<file path="src/rtl/ptq_pkg.sv">
// Package: shared types and constants of the periodic timer queue.
`default_nettype none
package ptq_pkg;
   localparam int TIMER_SLOTS = 16;
   localparam int MAX_FIRES_PER_TICK = 63;
   localparam int SLOT_W = $clog2(TIMER_SLOTS);
   localparam int FIRE_W = $clog2(MAX_FIRES_PER_TICK + 1);
   localparam logic [47:0] DEADLINE_MAX = 48'hFFFF_FFFF_FFFF;
   localparam logic [30:0] EMPTY_TIMEOUT = 31'h4000_0000;

   typedef enum logic [1:0] {
      ACT_SCHEDULE = 2'd0,
      ACT_CANCEL   = 2'd1,
      ACT_TICK     = 2'd2,
      ACT_SHUTDOWN = 2'd3
   } action_type;

   typedef enum logic [2:0] {
      ST_SCHEDULED = 3'd0,
      ST_CANCELLED = 3'd1,
      ST_NOT_FOUND = 3'd2,
      ST_REFUSED   = 3'd3,
      ST_FULL      = 3'd4,
      ST_FIRED     = 3'd5,
      ST_DONE      = 3'd6
   } status_type;

   typedef struct packed {
      logic [1:0]  action;
      logic [47:0] now_ms;
      logic [47:0] deadline_ms;
      logic [31:0] period_ms;
      logic [31:0] handle_seq;
      logic        handle_periodic;
   } req_type;

   typedef struct packed {
      logic [2:0]  status;
      logic [31:0] timer_seq;
      logic [47:0] timer_deadline;
      logic        timer_periodic;
      logic [30:0] next_timeout_ms;
      logic        last;
   } rsp_type;
endpackage
`default_nettype wire

</file>
<file path="src/rtl/ptq_if.sv">
// Interface: valid/ready channel carrying one packed payload.
`default_nettype none
interface ptq_if #(parameter type payload_type = logic);
   logic        valid;
   logic        ready;
   payload_type data;
   modport source (output valid, output data, input ready);
   modport sink (input valid, input data, output ready);
endinterface
`default_nettype wire

</file>
<file path="src/rtl/periodic_timer_queue.sv">
// Top level: timer table with a sequencer that scans one slot per cycle.
//
// Channel | Dir | Payload
// req     | in  | ptq_pkg::req_type (action, times, handle)
// rsp     | out | ptq_pkg::rsp_type (status, handle, timeout, last)
//
// Every action scans the table one slot per cycle through one shared
// compare unit: schedule, cancel and shutdown pass from one req transfer to
// the next through idle, scan, act and done.
// A tick goes through act, rescan start and a full scan per firing.
// reset clears the valid bits, the sequence counter and the shutdown flag.
// A stalled result holds the sequencer; req is ready only when idle.
`default_nettype none
module periodic_timer_queue (
   input wire logic clock,
   input wire logic reset,
   ptq_if.sink      req,
   ptq_if.source    rsp
);
   import ptq_pkg::*;

   typedef enum logic [2:0] {
      S_IDLE, S_SCAN, S_ACT, S_EMIT, S_DONE
   } state_type;

   state_type state_ff;
   req_type req_ff;
   rsp_type rsp_ff;
   logic rsp_valid_ff;
   logic [SLOT_W:0] idx_ff;
   logic found_ff;
   logic [SLOT_W-1:0] best_ff;
   logic [47:0] best_dl_ff;
   logic [31:0] best_ord_ff;
   logic [FIRE_W-1:0] fires_ff;
   logic [31:0] seq_ff;
   logic shut_ff;
   logic [TIMER_SLOTS-1:0] valid_ff;

   logic        mem_per [TIMER_SLOTS];
   logic [47:0] mem_dl  [TIMER_SLOTS];
   logic [31:0] mem_prd [TIMER_SLOTS];
   logic [31:0] mem_hs  [TIMER_SLOTS];
   logic [31:0] mem_ord [TIMER_SLOTS];

   logic [SLOT_W-1:0] cur;
   logic cur_valid, cur_match, cur_better;
   logic [48:0] rearm_sum;
   logic [48:0] diff;

   assign cur = idx_ff[SLOT_W-1:0];
   assign cur_valid = valid_ff[cur];
   assign cur_match = cur_valid && mem_per[cur] == req_ff.handle_periodic &&
                      mem_hs[cur] == req_ff.handle_seq &&
                      (req_ff.handle_periodic || mem_dl[cur] == req_ff.deadline_ms);
   assign cur_better = !found_ff || mem_dl[cur] < best_dl_ff ||
                       (mem_dl[cur] == best_dl_ff && mem_ord[cur] < best_ord_ff);
   assign rearm_sum = {1'b0, mem_dl[best_ff]} + {17'd0, mem_prd[best_ff]};
   assign diff = {1'b0, best_dl_ff} - {1'b0, req_ff.now_ms};

   assign req.ready = state_ff == S_IDLE;
   assign rsp.valid = rsp_valid_ff;
   assign rsp.data = rsp_ff;

   always_ff @(posedge clock) begin
      rsp_type rsp_in;
      if (reset) begin
         state_ff <= S_IDLE;
         rsp_valid_ff <= 1'b0;
         valid_ff <= '0;
         seq_ff <= '0;
         shut_ff <= 1'b0;
         fires_ff <= '0;
      end else begin
         if (rsp.valid && rsp.ready) rsp_valid_ff <= 1'b0;
         unique case (state_ff)
            S_IDLE: begin
               if (req.valid) begin
                  req_ff <= req.data;
                  idx_ff <= '0;
                  found_ff <= 1'b0;
                  fires_ff <= '0;
                  state_ff <= S_SCAN;
               end
            end
            S_SCAN: begin
               // Schedule looks for the lowest free slot, cancel for the first match,
               // tick for the earliest deadline; a deadline tie goes to the lower order value.
               if (idx_ff < (SLOT_W+1)'(TIMER_SLOTS)) begin
                  unique case (action_type'(req_ff.action))
                     ACT_SCHEDULE: if (!cur_valid && !found_ff) begin
                        found_ff <= 1'b1;
                        best_ff <= cur;
                     end
                     ACT_CANCEL: if (cur_match && !found_ff) begin
                        found_ff <= 1'b1;
                        best_ff <= cur;
                     end
                     ACT_TICK: if (cur_valid && cur_better) begin
                        found_ff <= 1'b1;
                        best_ff <= cur;
                        best_dl_ff <= mem_dl[cur];
                        best_ord_ff <= mem_ord[cur];
                     end
                     default: ;
                  endcase
                  idx_ff <= idx_ff + 1'b1;
               end else begin
                  state_ff <= S_ACT;
               end
            end
            S_ACT: begin
               if (!rsp_valid_ff) begin
                  rsp_in = '0;
                  rsp_in.last = 1'b1;
                  rsp_valid_ff <= 1'b1;
                  unique case (action_type'(req_ff.action))
                     ACT_SCHEDULE: begin
                        state_ff <= S_DONE;
                        if (shut_ff) rsp_in.status = ST_REFUSED;
                        else if (!found_ff) rsp_in.status = ST_FULL;
                        else begin
                           valid_ff[best_ff] <= 1'b1;
                           mem_per[best_ff] <= req_ff.period_ms != '0;
                           mem_dl[best_ff] <= req_ff.deadline_ms;
                           mem_prd[best_ff] <= req_ff.period_ms;
                           mem_hs[best_ff] <= seq_ff + 32'd1;
                           if (req_ff.period_ms != '0) begin
                              mem_ord[best_ff] <= seq_ff + 32'd2;
                              seq_ff <= seq_ff + 32'd2;
                              rsp_in.timer_periodic = 1'b1;
                           end else begin
                              mem_ord[best_ff] <= seq_ff + 32'd1;
                              seq_ff <= seq_ff + 32'd1;
                              rsp_in.timer_deadline = req_ff.deadline_ms;
                           end
                           rsp_in.status = ST_SCHEDULED;
                           rsp_in.timer_seq = seq_ff + 32'd1;
                        end
                     end
                     ACT_CANCEL: begin
                        state_ff <= S_DONE;
                        if (found_ff) valid_ff[best_ff] <= 1'b0;
                        rsp_in.status = found_ff ? ST_CANCELLED : ST_NOT_FOUND;
                     end
                     ACT_SHUTDOWN: begin
                        state_ff <= S_DONE;
                        valid_ff <= '0;
                        shut_ff <= 1'b1;
                        rsp_in.status = ST_DONE;
                     end
                     ACT_TICK: begin
                        if (found_ff && best_dl_ff <= req_ff.now_ms &&
                            fires_ff != FIRE_W'(MAX_FIRES_PER_TICK)) begin
                           rsp_in.status = ST_FIRED;
                           rsp_in.last = 1'b0;
                           rsp_in.timer_seq = mem_hs[best_ff];
                           if (mem_per[best_ff]) begin
                              mem_dl[best_ff] <= rearm_sum[48] ? DEADLINE_MAX
                                                               : rearm_sum[47:0];
                              mem_ord[best_ff] <= seq_ff + 32'd1;
                              seq_ff <= seq_ff + 32'd1;
                              rsp_in.timer_periodic = 1'b1;
                           end else begin
                              valid_ff[best_ff] <= 1'b0;
                              rsp_in.timer_deadline = best_dl_ff;
                           end
                           fires_ff <= fires_ff + 1'b1;
                           state_ff <= S_EMIT;
                        end else begin
                           state_ff <= S_DONE;
                           rsp_in.status = ST_DONE;
                           if (!found_ff) rsp_in.next_timeout_ms = EMPTY_TIMEOUT;
                           else if (diff[48] || diff == '0)
                              rsp_in.next_timeout_ms = '0;
                           else if (diff[47:0] > 48'(EMPTY_TIMEOUT))
                              rsp_in.next_timeout_ms = EMPTY_TIMEOUT;
                           else rsp_in.next_timeout_ms = diff[30:0];
                        end
                     end
                     default: state_ff <= S_DONE;
                  endcase
                  rsp_ff <= rsp_in;
               end
            end
            S_EMIT: begin
               // Rescan for the next firing.
               idx_ff <= '0;
               found_ff <= 1'b0;
               state_ff <= S_SCAN;
            end
            S_DONE: begin
               state_ff <= S_IDLE;
            end
            default: state_ff <= S_IDLE;
         endcase
      end
   end

   a_ready_idle: assert property (@(posedge clock) disable iff (reset)
      req.ready |-> state_ff == S_IDLE) else $error("ready outside idle");
   a_fire_cap: assert property (@(posedge clock) disable iff (reset)
      fires_ff <= FIRE_W'(MAX_FIRES_PER_TICK)) else $error("fire cap exceeded");
   a_shut_empty: assert property (@(posedge clock) disable iff (reset)
      (state_ff == S_IDLE && shut_ff) |-> valid_ff == '0)
      else $error("table not empty after shutdown");
endmodule
`default_nettype wire
</file>
<file path="src/flat_wrapper.sv">
// flat-port wrapper written by rule: the top's interface ports become plain ports
module periodic_timer_queue_flat import ptq_pkg::*;
  (clock, reset, req_valid, req_data, req_ready, rsp_valid, rsp_data, rsp_ready);
  ptq_if req_i ();
  ptq_if rsp_i ();
  input wire logic clock;
  input wire logic reset;
  input wire logic [$bits(req_i.valid)-1:0] req_valid;
  input wire logic [$bits(req_i.data)-1:0] req_data;
  output wire logic [$bits(req_i.ready)-1:0] req_ready;
  output wire logic [$bits(rsp_i.valid)-1:0] rsp_valid;
  output wire logic [$bits(rsp_i.data)-1:0] rsp_data;
  input wire logic [$bits(rsp_i.ready)-1:0] rsp_ready;
  assign req_i.valid = req_valid;
  assign req_i.data = req_data;
  assign req_ready = req_i.ready;
  assign rsp_valid = rsp_i.valid;
  assign rsp_data = rsp_i.data;
  assign rsp_i.ready = rsp_ready;
  periodic_timer_queue u_core (.clock(clock), .reset(reset), .req(req_i), .rsp(rsp_i));
endmodule
</file>
<file path="config.mk">
export PLATFORM = sky130hd
export DESIGN_NAME = periodic_timer_queue_flat
export DESIGN_NICKNAME = d
export VERILOG_FILES = /design/src/rtl/ptq_pkg.sv /design/src/rtl/ptq_if.sv /design/src/rtl/periodic_timer_queue.sv /design/src/flat_wrapper.sv
export SDC_FILE = /design/constraint.sdc
export NUM_CORES = 1
export LEC_CHECK = 0
export BUFFER_PORTS_ARGS = -buffer_cell sky130_fd_sc_hd__buf_2
export CORE_AREA = 2 2 39 41
export DETAILED_ROUTE_END_ITERATION = 8
export DIE_AREA = 0 0 41 43
export PLACE_DENSITY = 0.65
export SLEW_MARGIN = 0
export SYNTH_ARGS = -nofsm -noshare
export SYNTH_HDL_FRONTEND = slang
export SYNTH_SLANG_ARGS = --single-unit
</file>
<file path="constraint.sdc">
create_clock -name clock -period 1.79 [get_ports clock]
set_input_delay 0.2685 -clock clock [delete_from_list [all_inputs] [get_ports clock]]
set_output_delay 0.2685 -clock clock [all_outputs]
set_load 0.005 [all_outputs]
</file>
-- After elaboration in Yosys (flattened, before gate mapping)
Index checks and enable logic that the tools add are counted.
Widths: inputs -> output; s select.
- register bits after elaboration: 9
- output and inout bits: 3
- logic and storage cells: 28
- magnitude comparators: 1
- multiplexer cells: 10
- eq/ne operators: 7
- $add $sub $neg: 1
- bitwise gates (word level): 1
- reduce and logical (&&, ||, !) cells: 5
- operators with widths (cell ; number):
    $pmux 5 s3 ; 1
    $pmux 3 s4 ; 1
    $mux 5 ; 2
    $mux 3 ; 3
    $eq 3x2->1 const B ; 2
    $ne 2x2->1 const B ; 3
    $add 5x1->5 const B ; 1
    $lt 5x5->1 const B ; 1
    $reduce_and 4->1 ; 1
    $eq 3x1->1 const B ; 1
    $logic_not 3->1 ; 1
    $mux 1 ; 3
    $reduce_and 3->1 ; 1
    $reduce_bool 3->1 ; 1
    $ne 2x1->1 const B ; 1
    $logic_and 1x1->1 ; 1
    $not 1->1 ; 1

-- Depth between registers and ports, before layout
Gate-level depths: netlist of run 1.
- word-level depth: 4
- gate-level depth with buffers: 3
- depth with buffers taken out: 3

-- Worst setup path after synthesis of run 1
No wires, ideal clock.
- path kind: register to register
- start point: register u_core.idx_ff[0]
- end point: register u_core.idx_ff[4], data pin
- setup time: 260 ps
- cell stages (with the launch flop): 4
- buffers on the path: 0
- data arrival time: 1015 ps
- period minus slack after synthesis: 1274 ps
- path slack: 516 ps
- required time: 1530 ps
- path through: edfxtp_1 > ha_1 > nand3_1 > mux2_2
- longest elaborated chain between the ends: 3
- RTL lines (what ; line ; source):
    start: declaration ; periodic_timer_queue.sv:30 ; logic [SLOT_W:0] idx_ff;
    start signal: assignment ; periodic_timer_queue.sv:107 ; idx_ff <= idx_ff + 1'b1;
    $add 5x1->5 ; periodic_timer_queue.sv:107 ;
    $mux 5 ; periodic_timer_queue.sv:89 ; if (idx_ff < (SLOT_W+1)'(TIMER_SLOTS)) begin
    $pmux 5 s3 ; periodic_timer_queue.sv:76 ; unique case (state_ff)
Every way passes these cells. The select of a mux whose other input is x is not followed.
A chain may end at the register's enable or synchronous reset.

-- Worst setup path in the final report of run 1
Same ends and word-level chain as after synthesis.

==> impl_metrics.tcl, run 1 <==
set metrics [dict create \
    status "finished, final reports clean" \
    area_growth_pct 11.1 \
    grt_setup_unrepaired "no" \
    postRouteAntennaNets 0 \
    clkSinkCount 9 \
    synth_cell_types 22 \
    clkLatencyLatePin_ns 0.27 \
    peakVddDrop_v 0.000438 \
    clock_power_share_pct 34.7 \
    grt_antenna_before_repair 0 \
    finClkSkew_ns 0.0110 \
    pwr-share-seq_pct 54.6 \
    max_freq_mhz 749 \
    p_sw_w 0.000108 \
    drt-wirelength-per-cell_um 11.5 \
    clockBufferDepth 2 \
    wl_um 715 \
    start_util_pct 33.5 \
    synth_area_leader_cell "edfxtp_1" \
    first_pass_iters 4 \
    ioPinCount 8 \
    post_cts_buffers 0 \
    p_comb_share_pct 10.7 \
    synth_warnings 0 \
    period_share_pct 74.6 \
    cts_root_buf "clkbuf_4" \
    cts_tree "yes" \
    synthTopCellsByArea "edfxtp_1, dfxtp_1, and4bb_2" \
    power_w 0.000455 \
    place.gp.congestion 0.671 \
    cts_buffers 3 \
    die_w_um 41 \
    remaining_drc_errors 0 \
    design_area_um2 515 \
    syn_area_um2 464 \
    ys_seq_elements 9 \
    min-delay-start "reset" \
    layout_min_cycle_time_ns 1.34 \
    diodes 0 \
    critical_path_required_ns 1.81 \
    grt_max_degree 12 \
    worstSetupStartpoint "u_core.idx_ff[0]" \
    num_vias 312 \
    grt_pass1_wl_mm 1.10 \
    holdWs_ns 0.183 \
    fin_nets 53 \
    synth_cells 40 \
    netlist.area_leader.share_pct 32.3 \
    ys_seq_area_share_pct 49.6 \
    htreeDepth 1 \
    cts_resized 0 \
    pwr_density_cell_mw_per_mm2 883 \
    cap_violations 0 \
    drt_iter0_drc 2 \
    cts.clk_slew.worst_paths_ns 0.07 \
    final_layout_size_suffix_gt1_share_pct 30.4 \
    fill_cells 130 \
    critPathKind "flop to flop" \
    power_leakage_nw 0.207 \
    critical_path_arrival_ns 1.36 \
    hold_buffers 0 \
    dp_hpwl_um 488 \
    syn-num-nets 46 \
    start_kind "flop" \
    critical_path.endpoint_type "flop" \
    finalSetupViolCount 0 \
    hold_violations 0 \
    core-area_mm2 0.00138 \
    num_rows 14 \
    io_buffers 5 \
    internal_power_w 0.000348 \
    slew_violations 0 \
    reg2reg_from "u_core.idx_ff[0]" \
    dieHeight_um 43 \
    setup_tns_ns 0 \
    grt_pass1_vias 268 \
    post_dp_cell_area_um2 489 \
    track_usage_pct 10.3 \
    p_sw_share_pct 23.7 \
    crit_fanout 3 \
    hp-class "primary input to flop" \
    drt-vias-per-instance 5.03 \
    die_area_mm2 0.00176 \
    syn_area_per_cell_um2 11.6 \
    globalRouteOverflowTotal 0 \
]
[cells in the final DEF (no fill, tap or decap), types with 2 or more instances in the layout]
cell,netlist,layout
o211a_1,2,2
buf_2,1,5
nand3b_1,2,2
mux2_2,2,2
nor2_1,5,5
clkbuf_4,0,3
nor4b_1,2,2
edfxtp_1,5,5
nand3_1,2,2
dfxtp_1,4,4
and4bb_2,2,2
[final timing paths]
check / slack (ns) / end / cells past startpoint
max: 0.45 / u_core.idx_ff[4] / 3
min: 0.18 / u_core.rsp.valid / 2
max reg2reg: 0.45 / u_core.idx_ff[4] / 3
min reg2reg: 0.52 / u_core.rsp.valid / 2
[synthesized netlist by cell type]
library cell  instances
conb_1                1
nand2b_1              1
nor3_1                1
buf_4                 2
o211a_1               2
mux2_2                2
a21boi_0              1
and4bb_2              2
or4b_4                1
inv_1                 1
nor2_1                5
nor4b_1               2
edfxtp_1              5
or3b_1                1
nand3_1               2
xnor2_1               1
ha_1                  1
nor2b_1               1
dfxtp_1               4
nand3b_1              2
a21oi_2               1
buf_2                 1
[worst max-delay path, cell delays in order, from the launching register on]
cell and delay (ns):
edfxtp_1 0.42, ha_1 0.24, nand3_1 0.10, mux2_2 0.33
[layout make-up]
type / count / area [um^2] / area share, %
timing repair buffer: 5 / 25.0 / 4.85
clock buffer: 4 / 26.3 / 5.10
multi-input combinational: 27 / 210 / 40.8
inverter: 1 / 3.75 / 0.728
sequential: 9 / 230 / 44.7
tap: 16 / 20.0 / 3.88
[state kept, by name (all words and copies together) (netlist names)]
name              count
u_core.idx_ff         5
u_core.state_ff       3
u_core.rsp.valid      1
[power groups by stage]
stage | clock network, W | registers [W] | logic (W)
after global placement | 0 | 0.000252 | 0.0000480
after floorplan | 0 | 0.000245 | 0.0000450
final | 0.000158 | 0.000249 | 0.0000487
after CTS | 0.000164 | 0.000249 | 0.0000498
after global routing | 0.000176 | 0.000251 | 0.0000553
after detailed placement | 0 | 0.000253 | 0.0000491
[cells by family (layout without fill, tap and decap cells)]
| family | Yosys count | after routing | synth area share (%) |
|---|---|---|---|
| multiplexers | 2 | 2 | 4.85 |
| AO/OA/AOI/OAI | 4 | 4 | 7.82 |
| buffers and inverters | 4 | 10 | 5.12 |
| XOR/XNOR | 1 | 1 | 1.89 |
| other | 1 | 1 | 0.808 |
| flip-flops | 9 | 9 | 49.6 |
| adder cells (fa/ha/maj) | 1 | 1 | 2.69 |
| AND/OR/NAND/NOR | 18 | 18 | 27.2 |
[metal layers]
layer	vias up	wire, um	global-route usage, %
met5	-	0	0
met4	0	42	12.0
met3	5	24	1.57
met2	9	326	13.1
met1	137	321	12.7
li1	161	-	-
[metrics by stage]
step | utilization (%) | setup slack, ns | instances
floorplan | - | 0.516 | 40
global placement | 35.4 | 0.460 | 58
detailed placement | 35.4 | 0.452 | 58
CTS | 37.3 | 0.434 | 62
global route | 37.3 | 0.399 | 62
finish | 37.3 | 0.455 | 62
Power figures use the tool's default switching activity.
==> run 2, diff against run 1 <==
ABC_AREA = 1   (was default)
PLACE_DENSITY = 0.64   (was 0.65)
clock period = 1.2 ns   (was 1.79 ns; I/O delays follow)
==> impl_metrics.tcl, run 2 <==
set metrics [dict create \
    grt_pass1_vias 319 \
    grt_max_degree 7 \
    syn-num-nets 57 \
    die_area_mm2 0.00176 \
    r2r_cells 5 \
    synthTopCellsByCount "nand2_1, inv_1, nand3_1, nor2_1" \
    regMostFlops "u_core.idx_ff" \
    cts_root_buf "clkbuf_4" \
    finClkSkew_ns 0.00396 \
    hp-class "primary input to flop" \
    start_util_pct 31.1 \
    crit_chain "nor2_2, nand3_1, nand2_1, nor2_2, buf_4" \
    setup_tns_ns 0 \
    max_stage_delay_ns 0.34 \
    cts_buffers 3 \
    crit_slowest_cell "dfxtp_2" \
    synth_warnings 0 \
    critical_path_required_ns 1.23 \
    clkSinkCount 9 \
    hold_path_end "u_core.state_ff[2]" \
    critical_path.endpoint_type "flop" \
    area_growth_pct 27.6 \
    diodes 0 \
    final_layout_size_suffix_gt1_share_pct 39.7 \
    worstSetupStartpoint "u_core.state_ff[2]" \
    reg2reg_setup_slack_ns 0.05 \
    remaining_drc_errors 0 \
    post-place-ws_ns 0.0234 \
    syn_area_um2 430 \
    crit_fanout 5 \
    drt_iter0_drc 5 \
    synth_area_leader_cell "edfxtp_1" \
    synthTopCellsByArea "edfxtp_1, dfxtp_1, nand3_1" \
    layout_common_cells "inv_1, nand2_1" \
    async_flop_share_pct 0 \
    cap_violations 0 \
    final_core_util_pct 39.7 \
    status "finished, final reports clean" \
    fill_cells 137 \
    grt_pass1_wl_mm 1.21 \
    io_buffers 5 \
    htreeDepth 1 \
    fin_nets 70 \
    netlist.area_leader.share_pct 34.9 \
    power_leakage_nw 0.248 \
    die_w_um 41 \
    critPathKind "flop to flop" \
    globalRouteOverflowTotal 0 \
    synthFlopType "edfxtp_1" \
    start_kind "flop" \
    worst_slack_ns 0.0544 \
    cts.clk_slew.worst_paths_ns 0.06 \
    wl_um 711 \
    largest_reg_flops 5 \
    dieHeight_um 43 \
    critical_path_arrival_ns 1.17 \
    pwr_density_cell_mw_per_mm2 1330 \
    synth.most_common_cell "nand2_1" \
    synth_cells 51 \
    track_usage_pct 10.3 \
    hold_violations 0 \
    postRouteAntennaNets 0 \
    ys_seq_area_share_pct 53.5 \
    max_freq_mhz 873 \
    ys_seq_elements 9 \
    finalSetupViolCount 0 \
    synth_cell_types 16 \
    dp_hpwl_um 556 \
    first_pass_iters 4 \
    num_vias 360 \
    syn_area_per_cell_um2 8.44 \
    drt-wirelength-per-cell_um 9.00 \
    place.gp.congestion 0.649 \
    clkLatencyLatePin_ns 0.26 \
    peakVddDrop_v 0.000718 \
    ioPinCount 8 \
    synth-edff-count 5 \
    min-delay-start "reset" \
    core-area_mm2 0.00138 \
    cpMostUsedCell "nor2_2" \
    reg2reg_from "u_core.state_ff[2]" \
    clockBufferDepth 2 \
    drt-vias-per-instance 4.56 \
    whs_path_depth 2 \
    r2r_end "u_core.idx_ff[2]" \
    period_share_pct 95.5 \
    grt_antenna_before_repair 0 \
    slew_violations 0 \
    num_rows 14 \
    cts_tree "yes" \
    layout_min_cycle_time_ns 1.15 \
]
run 2: cell types whose count changed in the layout (fill, tap and decap cells not counted), sizes merged, moves of 4 or more:
cell / before / now
a21oi: 1 / 5
buf: 5 / 9
inv: 1 / 8
nand2: 0 / 9
nand3: 2 / 6
run 2: logic make-up (layout without fill, tap and decap cells):
group,after synthesis,in the layout,synth area share [%]
DFF,9,9,53.5
adders and majority gates,1,1,2.91
and+or+nand+nor,26,26,28.2
buffers and inverters,9,21,8.72
other,1,1,0.871
AOI/OAI and AO/OA,5,5,5.81
run 2: through the flow:
step / cell area (um^2) / power, W / hold WS [ns] / instances
3_5_place_dp: 490 / 0.000491 / 0.376 / 74
6_report: 549 / 0.000732 / 0.0940 / 79
3_3_place_gp: 490 / 0.000489 / 0.373 / 74
5_1_grt: 549 / 0.000777 / 0.0977 / 79
2_1_floorplan: 430 / 0.000450 / 0.249 / 51
4_1_cts: 524 / 0.000731 / 0.0947 / 78
run 2: what timing repair did:
| item | 4_1_cts | 5_1_grt |
|---|---|---|
| gates resized for setup | 2 | 7 |
| setup buffers | 0 | 1 |
| endpoints found under the setup margin | 1 | 7 |
| pin swaps | 0 | 2 |
| hold buffers | 0 | 0 |
run 2: critical path, delay by kind of cell, from the launching register on:
family	cells	cell delay [ns]
buf+inv	1	0.14
flops	1	0.34
simple gates	4	0.42
run 2: cell type report:
type	instances	area [um^2]	share of cell area, %
multi-input cells	33	180	32.8
well taps	16	20.0	3.64
flip-flops and latches	9	236	43.1
clock buffers	3	22.5	4.10
clock inverters	1	5.00	0.911
inverters	8	30.0	5.47
repair buffers	9	55.1	10.0
run 2: where the power goes:
group | internal, W | total (W) | switching (W)
Clock | 0.000123 | 0.000233 | 0.000110
Sequential | 0.000357 | 0.000380 | 0.0000229
Combinational | 0.0000558 | 0.000119 | 0.0000630
run 2: worst max-delay path by stage:
stage,end,cells past startpoint
finish,u_core.idx_ff[2],5
floorplan,u_core.idx_ff[0],4
CTS,req_ready,3
global placement,u_core.idx_ff[1],5
detailed placement,u_core.idx_ff[4],5
global route,u_core.idx_ff[2],4
run 2: layer usage:
layer | vias up | part of all wire, % | track usage, %
met3 | 0 | 3.7 | 3.14
met5 | - | 0 | 0
met2 | 8 | 53 | 15.6
met1 | 163 | 43 | 12.0
met4 | 0 | 0 | 6.00
li1 | 189 | - | -
